**src/rtl/inverse_cdf_table_sampler_assert.svh**
```systemverilog
// assertion macros shared by the sampler rtl
`ifndef INVERSE_CDF_TABLE_SAMPLER_ASSERT_SVH
`define INVERSE_CDF_TABLE_SAMPLER_ASSERT_SVH

// same-cycle implication, disabled while reset is asserted
`define ICDF_ASSERT_IMP(lbl, clk, rst_n, ante, cons, msg) \
  lbl: assert property (@(posedge clk) disable iff (!rst_n) (ante) |-> (cons)) \
    else $error(msg);

// next-cycle implication, disabled while reset is asserted
`define ICDF_ASSERT_NXT(lbl, clk, rst_n, ante, cons, msg) \
  lbl: assert property (@(posedge clk) disable iff (!rst_n) (ante) |=> (cons)) \
    else $error(msg);

`endif

```
**src/rtl/icdf_pkg.sv**
```systemverilog
package icdf_pkg;

  // field widths
  localparam int SAMPLE_W   = 26;
  localparam int BIN_W      = 10;
  localparam int ENTRY_W    = 17;
  localparam int UNIF_W     = 16;
  localparam int STEP_W     = 16;
  localparam int TSIZE_W    = 11;
  localparam int IDX_W      = 10;
  localparam int CFG_DATA_W = 16;
  localparam int FRAC_W     = 16;

  // configuration register indexes
  localparam logic CFG_TABLE_SIZE = 1'b0;
  localparam logic CFG_STEP_SIZE  = 1'b1;

  // operation codes
  localparam logic OP_WRITE  = 1'b0;
  localparam logic OP_SAMPLE = 1'b1;

  // reset values and limits
  localparam logic [TSIZE_W-1:0]  TSIZE_RESET = 11'd700;
  localparam logic [STEP_W-1:0]   STEP_RESET  = 16'd655;
  localparam logic [ENTRY_W-1:0]  FRAC_ONE    = 17'h10000;
  localparam logic [SAMPLE_W-1:0] SAMPLE_MAX  = 26'h3FFFFFF;

  // divider request and response
  typedef struct packed {
    logic               start;
    logic [UNIF_W-1:0]  num;
    logic [ENTRY_W-1:0] den;
  } div_req_t;

  typedef struct packed {
    logic               done;
    logic [ENTRY_W-1:0] quot;
  } div_rsp_t;

endpackage

```
**src/rtl/icdf_div.sv**
```systemverilog
module icdf_div
  import icdf_pkg::*;
(
  input  logic     clk,
  input  logic     rst_n,
  input  div_req_t req,
  output div_rsp_t rsp
);

  localparam int CNT_W = $clog2(FRAC_W + 1);
  localparam logic [CNT_W-1:0] CNT_LAST = CNT_W'(FRAC_W);

  logic               busy_r;
  logic               done_r;
  logic [CNT_W-1:0]   cnt_r;
  logic [ENTRY_W:0]   rem_r;
  logic [ENTRY_W-1:0] den_r;
  logic [ENTRY_W-1:0] quot_r;
  logic               ge;
  logic [ENTRY_W:0]   rem_sub;

  // one restoring step: compare, subtract, shift
  always_comb begin
    ge      = rem_r >= {1'b0, den_r};
    rem_sub = ge ? (rem_r - {1'b0, den_r}) : rem_r;
  end

  // step control
  always_ff @(posedge clk) begin
    if (!rst_n) begin
      busy_r <= 1'b0;
      done_r <= 1'b0;
    end else begin
      done_r <= 1'b0;
      if (req.start) begin
        busy_r <= 1'b1;
      end else if (busy_r && cnt_r == '0) begin
        busy_r <= 1'b0;
        done_r <= 1'b1;
      end
    end
  end

  // quotient and remainder
  always_ff @(posedge clk) begin
    if (req.start) begin
      cnt_r  <= CNT_LAST;
      rem_r  <= (ENTRY_W+1)'(req.num);
      den_r  <= req.den;
      quot_r <= '0;
    end else if (busy_r) begin
      cnt_r  <= cnt_r - 1'b1;
      rem_r  <= {rem_sub[ENTRY_W-1:0], 1'b0};
      quot_r <= {quot_r[ENTRY_W-2:0], ge};
    end
  end

  assign rsp.done = done_r;
  assign rsp.quot = quot_r;

endmodule

```
**config.mk**
```make
export PLATFORM = sky130hd
export DESIGN_NAME = icdf_div
export DESIGN_NICKNAME = d
export VERILOG_FILES = /design/src/rtl/inverse_cdf_table_sampler_assert.svh /design/src/rtl/icdf_pkg.sv /design/src/rtl/icdf_div.sv
export SDC_FILE = /design/constraint.sdc
export NUM_CORES = 1
export LEC_CHECK = 0
export BUFFER_PORTS_ARGS = -buffer_cell sky130_fd_sc_hd__buf_2
export CORE_MARGIN = 2
export CORE_UTILIZATION = 55
export DETAILED_ROUTE_END_ITERATION = 8
export PLACE_DENSITY = 0.9
export SETUP_SLACK_MARGIN = 0.15
export SLEW_MARGIN = 20
export SYNTH_ARGS = -nofsm -noshare
export SYNTH_HDL_FRONTEND = slang
export SYNTH_SLANG_ARGS = --single-unit
```
**constraint.sdc**
```tcl
create_clock -name clk -period 3.6 [get_ports clk]
set_clock_uncertainty 0.1 [all_clocks]
set_input_delay 0.72 -clock clk [delete_from_list [all_inputs] [get_ports clk]]
set_output_delay 0.72 -clock clk [all_outputs]
set_load 0.05 [all_outputs]
```
==> impl_metrics.toml, run 1 <==
[timing]
setup_viol = 0
fmax_ghz = 0.324
hold_ws_ns = 0.402
worstMarginPinSlew_ns = 0.827
fin_crit_ns = 3.09
max_slew_margin = 0.447
rsz0062_at_grt = "no"
finalHoldViolations = 0
drv_slew = 0
period_share = 0.859
setup_tns_ns = 0

[power_and_ir_drop]
seq_power_share = 0.375
switching_share = 0.322
switchingPower_mw = 0.723
p_leak_nw = 1.71
comb_power_share = 0.323
p_int_mw = 1.52
power_density_nw_per_um2 = 597
vdd.ir_drop.worst_mv = 0.261
p_clk_frac = 0.301

[floorplan]
row_count = 27
die-area_sq_um = 6490
io_pins = 54
chipHeight_um = 80.6
start_util = 0.578
fp.dieW_um = 80.6
coreArea_sq_um = 5570

[place]
port_buffers = 53
placed_cell_area_sq_um = 3530
dp_hpwl_mm = 4.63
gp_congestion = 0.893

[hold_path]
hold_path_class = "reg2reg"
min-delay-start = "cnt_r[4]"
holdPathStages = 2
hold_end = "cnt_r[4]"

[clocking]
post_cts_resized = 0
postCtsHoldBufs = 0
clkLatencyLatePin_ns = 0.34
cts_tree = "done"
path_clk_slew_ns = 0.06
cts_max_level = 3
cts_sinks = 59
post_cts_buffers = 0
cts_root_buffer = "clkbuf_8"
cts_buffer_depth = 2
cts_buffers = 9

[detailed_routing]
via_per_inst = 5.61
ant_nets = 0
drc = 0
drt-total-wl_mm = 6.65
first_iter_violations = 160
routedWlPerCell_um = 15.1
num_vias = 2462
drt_pass1_iterations = 4

[logic_synthesis]
ys_async_sr_fraction = 0
syn-instance-count = 306
syn_area_sq_um = 3220
synth_fp_nets = 361
seq_area_frac_synth = 0.469
ys_top_cells_by_area = "edfxtp_1 (31%), dfxtp_1 (16%), mux2i_1 (7.1%)"
synth_edf_count = 33
synth_top_flop_cell = "edfxtp_1"
synthDistinctLibCells = 49
synth_top_cell_by_area = "edfxtp_1"
yosysWarnings = 0
avgSynthCellArea_sq_um = 10.5
synth_top_area_share = 0.307
ys_seq_elements = 59

[global_route]
antenna_found_initial = 0
grt_overflow = 0
track_usage = 0.222
grt_pass1_wl_mm = 11.1
grt_pass1_vias = 2582
grt_max_degree = 43

[worst_setup_path]
endpoint_kind = "register"
setup.worst_path.class = "reg2reg"
arrival_ns = 3.08
r2r_slack_ns = 0.51
ff2ff_path_depth = 12
crit_fanout = 13
r2r-end = "rem_r[14]"
worstReg2RegStart = "rem_r[0]"
start_kind = "register"
cp.required_ns = 3.59

[cells_and_area]
utilization = 0.676
num_antenna_cells = 0
fin_area_sq_um = 3770
drive_above_1_share = 0.243
n_fill_cell = 433
layout.nets = 417
area_growth_pct = 16.8

[outcome]
outcome = "finished, final reports clean"

[run]
drv_cap = 0
==> worst max path at each step <==
stage,cells past startpoint,endpoint,slack (ns),startpoint
floorplan,12,rem_r[11],0.85,rem_r[0]
global placement,12,rem_r[14],0.71,rem_r[0]
detailed placement,12,rem_r[14],0.55,rem_r[0]
CTS,12,rem_r[14],0.52,rem_r[0]
global route,12,rem_r[14],0.40,rem_r[0]
finish,12,rem_r[14],0.51,rem_r[0]
==> flip-flops by register name (all words and copies together), names as in the netlist <==
register / cells
busy_r: 1
rem_r: 18
quot_r: 17
done_r: 1
cnt_r: 5
den_r: 17
==> critical path, cell delays in order (launching register included) <==
cell and delay (ns):
edfxtp_1 0.37, inv_1 0.09, ha_1 0.21, inv_1 0.08, fa_1 0.43, a21oi_1 0.19, o221a_2 0.25, and3b_1 0.19
o21ai_2 0.09, a21oi_4 0.17, buf_4 0.24, nor2_1 0.10, a221o_1 0.34
==> power groups by stage <==
stage	Combinational, mW	Clock (mW)	Sequential (mW)
2_1_floorplan	0.577	0	0.848
3_3_place_gp	0.680	0	0.852
3_5_place_dp	0.713	0	0.855
4_1_cts	0.722	0.689	0.843
5_1_grt	0.793	0.714	0.850
6_report	0.727	0.677	0.844
==> synth_stat cells (2+ instances only) <==
library cell	count
edfxtp_1	33
nor2_1	31
inv_1	28
dfxtp_1	26
mux2i_1	23
nand2_1	23
ha_1	18
a21oi_1	12
nand3_1	12
xor2_1	10
o21ai_0	9
xnor2_1	8
a21o_1	6
clkbuf_1	6
o311ai_2	5
a31oi_1	4
and3_1	4
buf_6	4
a211oi_1	3
nand2b_1	3
o21a_1	3
a21oi_2	2
a221o_1	2
and2_1	2
buf_4	2
nor3_1	2
nor4_1	2
o21ai_1	2
==> layout by cell type (no fill, tap or decap), drive strengths merged, types with 5 or more instances in the layout <==
cell | synthesis | final
buf | 7 | 58
edfxtp | 33 | 33
nor2 | 31 | 31
inv | 28 | 29
dfxtp | 26 | 26
nand2 | 23 | 23
mux2i | 23 | 23
ha | 18 | 18
a21oi | 15 | 15
clkbuf | 6 | 15
nand3 | 12 | 12
o21ai | 12 | 12
xor2 | 10 | 10
xnor2 | 8 | 8
a21o | 6 | 6
o311ai | 5 | 5
==> through the flow <==
step	cells	worst slack [ns]	power [mW]
6_report	439	0.509	2.25
3_5_place_dp	423	0.552	1.57
3_3_place_gp	423	0.708	1.53
5_1_grt	439	0.401	2.36
2_1_floorplan	306	0.852	1.43
4_1_cts	439	0.525	2.25
==> layout make-up <==
class                   instances  area (sq um)  area share
multi-input cells             205          1520       0.403
flip-flops and latches         59          1510       0.401
repair buffers                 58           303      0.0804
clock buffers                  15           230      0.0611
inverters                      29           109      0.0289
well taps                      72          90.1      0.0239
clock inverters                 1          6.26     0.00166
==> logic make-up after synthesis <==
group                    after synthesis  synth area share
multiplexers                          24            0.0749
adder cells (fa/ha/maj)               19            0.0761
AND/OR/NAND/NOR                       84             0.121
XOR/XNOR                              18            0.0489
flip-flops                            59             0.469
AO/OA/AOI/OAI                         60             0.150
buffers and inverters                 42            0.0605
==> per-layer routing <==
| metal | wire length (um) | GRT usage | vias up |
|---|---|---|---|
| li1 | - | - | 1199 |
| met1 | 2850 | 0.268 | 1144 |
| met2 | 3210 | 0.373 | 98 |
| met3 | 440 | 0.0618 | 21 |
| met4 | 142 | 0.0847 | 0 |
| met5 | 0 | 0 | - |
No activity file was read; power rests on OpenSTA's default activity.
==> run 2: changes to the inputs <==
ABC_AREA = 1   (was unset)
CAP_MARGIN = 0   (was unset)
==> run 2 against run 1 <==
  * Flip-flop and latch count unchanged
  * Setup slack better by 0.59 ns
  * Area after synthesis rose by 3.1%
  * Combinational power grew 1%
  * Count of clock-buffer cells in the layout shrank 4
  * Worst hold slack got worse by 0.028 ns
  * Sequential power decreased by 0.8%
  * Largest power group unchanged
  * Critical path type unchanged
  * Largest cell class is now flip-flops and latches
  * Wire length increased by 5.1%
==> impl_metrics.toml, run 2 <==
[outcome]
outcome = "finished, final reports clean"

[floorplan]
chipHeight_um = 81.7
start_util = 0.565
fp.dieW_um = 81.7
coreArea_sq_um = 5890
row_count = 28
io_pins = 54
die-area_sq_um = 6680

[cells_and_area]
num_antenna_cells = 0
largest_reg_flops = 18
top_regs = "rem_r (18), den_r (17), quot_r (17)"
multi_input_area_sq_um = 1450
regMostFlops = "rem_r"
area_growth_pct = 15.1
drive_above_1_share = 0.183
utilization = 0.650
regArea_sq_um = 1510
layout.nets = 526
layout_common_cells = "nand2_1 (108), inv_1 (78), buf_2 (53), edfxtp_1 (33), dfxtp_1 (26)"
layoutNonFillerInstCount = 551
final_common_cell = "nand2_1"
n_fill_cell = 477

[logic_synthesis]
synth_edf_count = 33
synth_top_area_share = 0.298
ys_top_cells_by_area = "edfxtp_1 (30%), dfxtp_1 (16%), nand2_1 (12%)"
synthDistinctLibCells = 38
ys_async_sr_fraction = 0
synth.most_common_cell = "nand2_1"
synth_fp_nets = 470
synth_common_cells = "nand2_1 (108), inv_1 (78), edfxtp_1 (33), dfxtp_1 (26), nor2_1 (24)"
seq_area_frac_synth = 0.455
yosysWarnings = 0
syn_area_sq_um = 3320
avgSynthCellArea_sq_um = 8.01
synth_top_cell_by_area = "edfxtp_1"
synth_top_flop_cell = "edfxtp_1"
syn-instance-count = 415
ys_seq_elements = 59

[detailed_routing]
via_per_inst = 5.27
first_iter_violations = 167
num_vias = 2903
ant_nets = 0
drt-total-wl_mm = 6.99
routedWlPerCell_um = 12.7
drc = 0
drt_pass1_iterations = 5

[worst_setup_path]
cp_top_family = "simple AND/OR/NAND/NOR gates"
arrival_ns = 2.51
start_kind = "register"
endpoint_kind = "register"
crit_fanout = 34
timing.critical_path.buf_inv = 2
setup.worst_path.class = "reg2reg"
crit_chain = "inv_1 > ha_1 > inv_1 > fa_1 > nand3_1 > nand3_2 > nand3_2 > nand2_4 > or2_2 > nand3_1 > nand2_1"
cp.required_ns = 3.61
cp_slowest_stage_delay_ns = 0.42
crit_slowest_cell = "fa_1"

[timing]
setup_tns_ns = 0
hold_ws_ns = 0.373
finalHoldViolations = 0
drv_slew = 0
rsz0062_at_grt = "no"
fin_crit_ns = 2.50
period_share = 0.695
worstMarginPinSlew_ns = 0.511
max_slew_margin = 0.659
setup_viol = 0
fmax_ghz = 0.400

[global_route]
track_usage = 0.238
grt_max_degree = 35
grt_pass1_vias = 2904
grt_overflow = 0
grt_pass1_wl_mm = 12.0
antenna_found_initial = 0

[place]
dp.cells = 535
port_buffers = 53
dp_hpwl_mm = 5.16
gp_congestion = 0.934

[clocking]
cts_sinks = 59
post_cts_buffers = 0
cts_root_buffer = "clkbuf_8"
post_cts_resized = 0
path_clk_slew_ns = 0.07
cts_tree = "done"
clkLatencyLatePin_ns = 0.36
cts_max_level = 3
cts_buffers = 9
cts_buffer_depth = 2
postCtsHoldBufs = 0

[run]
drv_cap = 0

[hold_path]
hold_path_class = "reg2reg"

[power_and_ir_drop]
vdd.ir_drop.worst_mv = 0.315
p_leak_nw = 1.89
power_density_nw_per_um2 = 565
-- run 2: changes by cell type after synthesis, sizes merged, moves of 6 or more --
cell   change
nand2     +88
inv       +50
mux2i     -23
nand3     +14
o22ai     +14
o21ai     +13
xor2       -6
-- run 2: routing by layer --
layer  vias up  wire length, um  GRT usage
met5         -                0          0
met4         0              148     0.0883
met3        17              634     0.0901
met2       119             3330      0.411
met1      1321             2870      0.265
li1       1446                -          -
-- run 2: layout make-up --
class,count,area share
Clock buffer,11,0.0425
Tap cell,75,0.0245
Timing Repair Buffer,55,0.0733
Multi-Input combinational cell,267,0.378
Sequential cell,59,0.395
Inverter,79,0.0775
Clock inverter,5,0.00883
-- run 2: power by group --
| part | total (mW) | switching [mW] | internal [mW] |
|---|---|---|---|
| Combinational | 0.735 | 0.462 | 0.274 |
| Clock | 0.587 | 0.277 | 0.310 |
| Sequential | 0.837 | 0.0410 | 0.796 |
-- run 2: worst paths after layout --
| kind | startpoint | to | slack, ns | cells after the start |
|---|---|---|---|---|
| setup / recovery | rem_r[0] | rem_r[13] | 1.10 | 11 |
| hold / removal | quot_r[16] | quot_r[16] | 0.37 | 2 |
| setup reg to reg | rem_r[0] | rem_r[13] | 1.10 | 11 |
| hold reg to reg | quot_r[16] | quot_r[16] | 0.37 | 2 |
-- run 2: cell families (layout without fill, tap and decap cells) --
kind of cell	Yosys count	after routing	share of synthesized area
compound gates	66	66	0.114
buf+inv	89	150	0.110
simple gates	174	174	0.226
xor+xnor	8	8	0.0211
fa+ha+maj	19	19	0.0738
flops	59	59	0.455
-- run 2: worst min-delay path, stage by stage, from the launching register on --
cell	delay, ns
dfxtp_1	0.33
nand2_1	0.05
o21ai_0	0.06
-- run 2: per-stage QoR --
| step | cell area, sq um | setup slack (ns) | total power [mW] |
|---|---|---|---|
| CTS | 3820 | 1.11 | 2.17 |
| finish | 3820 | 1.10 | 2.16 |
| global route | 3820 | 0.941 | 2.30 |
| detailed placement | 3630 | 1.13 | 1.57 |
| floorplan | 3320 | 1.41 | 1.45 |
| global placement | 3630 | 1.22 | 1.54 |
==> run 3: changes to the inputs <==
ABC_AREA = 0   (was 1)
CORE_UTILIZATION = 51   (was 55)
PLACE_DENSITY = 0.88   (was 0.9)
clock period = 2.2 ns   (was 3.6 ns; I/O delays follow)
==> run 3 against run 2 <==
  * The flow now finishes with violations (setup timing)
  * Critical endpoint is now rem_r[14]
  * Wire length is 24% higher
  * Largest power group is now combinational cells
  * Flip-flop and latch count stayed put
  * Die area is 4.4% higher
  * Highest routed layer unchanged
  * Clock power is 79% higher
  * Total power is 98% higher
  * Worst hold slack worse by 0.21 ns
  * Sequential share of layout area is 5.1 points lower
  * Largest cell class is now multi-input gates
  * Combinational power is 150% higher
  * Count of clock-buffer cells in the layout is 3 higher
  * Final cell count is 8.7% lower
==> impl_metrics.toml, run 3 (same netlist as run 1, synthesis figures left out) <==
[cells_and_area]
utilization = 0.728
num_antenna_cells = 0
drive_above_1_share = 0.390
final_common_cell = "buf_4"
fin_area_sq_um = 4390
top_regs = "rem_r (18), den_r (17), quot_r (17)"
largest_reg_flops = 18
area_growth_pct = 36.0
layout.nets = 478
layout_common_cells = "buf_4 (58), buf_2 (53), edfxtp_1 (33), nor2_1 (31)"
regMostFlops = "rem_r"

[timing]
max_slew_margin = 0.703
drv_slew = 0
finalHoldViolations = 0
period_share = 1.26
hold_ws_ns = 0.164
layout_setup_ws_ns = -0.564
rsz0062_at_grt = "yes"
fin_crit_ns = 2.76
worstMarginPinSlew_ns = 0.443
fmax_ghz = 0.362
setup_viol = 18

[clocking]
cts_tree = "done"
cts_buffers = 9
cts_buffer_depth = 2
postCtsHoldBufs = 0
clkLatencyLatePin_ns = 0.35
cts_sinks = 59
cts_max_level = 3
path_clk_slew_ns = 0.07
cts_root_buffer = "clkbuf_8"

[power_and_ir_drop]
finalPower_mw = 4.28
vdd.ir_drop.worst_mv = 0.526
p_leak_nw = 2.04
power_density_nw_per_um2 = 975

[worst_setup_path]
cp_slowest_stage_delay_ns = 0.48
endpoint_kind = "register"
crit_slowest_cell = "edfxtp_1"
timing.critical_path.buf_inv = 0
cp.required_ns = 2.20
arrival_ns = 2.76
crit_fanout = 3
start_kind = "register"
setup.worst_path.class = "reg2reg"
crit_chain = "ha_1 > nor2b_4 > o2111ai_2 > a31oi_2 > o41a_1 > a31oi_1 > xnor2_1 > a221o_1"
cp_top_family = "compound AO/OA/AOI/OAI gates"

[run]
drv_cap = 0

[detailed_routing]
via_per_inst = 5.50
first_iter_violations = 215
drt_pass1_iterations = 4
num_vias = 2767
drc = 0
routedWlPerCell_um = 17.2
drt-total-wl_mm = 8.63
ant_nets = 0

[place]
gp_congestion = 0.942
placed_cell_area_sq_um = 3990
dp_hpwl_mm = 5.66
place_ws_ns = -0.484
port_buffers = 53

[floorplan]
chipHeight_um = 83.5
row_count = 28
start_util = 0.535
coreArea_sq_um = 6030
fp.dieW_um = 83.5
io_pins = 54
die-area_sq_um = 6970

[global_route]
track_usage = 0.230
grt_overflow = 0
antenna_found_initial = 0
grt_pass1_wl_mm = 12.8
grt_max_degree = 35
grt_pass1_vias = 2813

[hold_path]
hold_path_class = "in2reg"

[outcome]
outcome = "finished with violations"
violations = "setup timing"
[run 3: metal layers]
| metal | global-route usage | wire [um] | up-vias |
|---|---|---|---|
| met5 | 0 | 0 | - |
| met4 | 0.0821 | 255 | 0 |
| met3 | 0.0653 | 624 | 24 |
| met2 | 0.400 | 4410 | 117 |
| met1 | 0.274 | 3340 | 1306 |
| li1 | - | - | 1320 |
[run 3: report_power, final]
group | switching (mW) | total, mW | internal [mW] | leakage, nW
Sequential | 0.0856 | 1.40 | 1.31 | 0.541
Clock | 0.440 | 1.05 | 0.607 | 0.113
Combinational | 0.906 | 1.83 | 0.928 | 1.38
[run 3: final timing paths]
path,endpoint,startpoint,cells past startpoint,slack [ns]
setup reg to reg,rem_r[14],rem_r[1],8,-0.56
hold / removal,den_r[1],req[1],1,0.16
hold reg to reg,cnt_r[4],cnt_r[4],2,0.40
setup / recovery,rem_r[14],rem_r[1],8,-0.56
[run 3: through the flow]
| step | TNS [ns] | instances |
|---|---|---|
| detailed placement | -6.97 | 481 |
| global route | -9.32 | 503 |
| CTS | -6.73 | 503 |
| finish | -7.96 | 503 |
| global placement | -5.06 | 481 |
| floorplan | -4.90 | 306 |
[run 3: layout make-up]
class / count / area, sq um
tap: 75 / 93.8
sequential: 59 / 1510
fill: 407 / 1640
clock inverter: 2 / 11.3
clock buffer: 14 / 205
multi-input combinational: 205 / 1650
timing repair buffer: 119 / 803
inverter: 29 / 109
[run 3: what timing repair did]
action	4_1_cts	5_1_grt
hold endpoints to repair	0	0
pin swaps	8	6
gates resized for setup	7	17
endpoints found under the setup margin	18	18
setup buffers	6	0
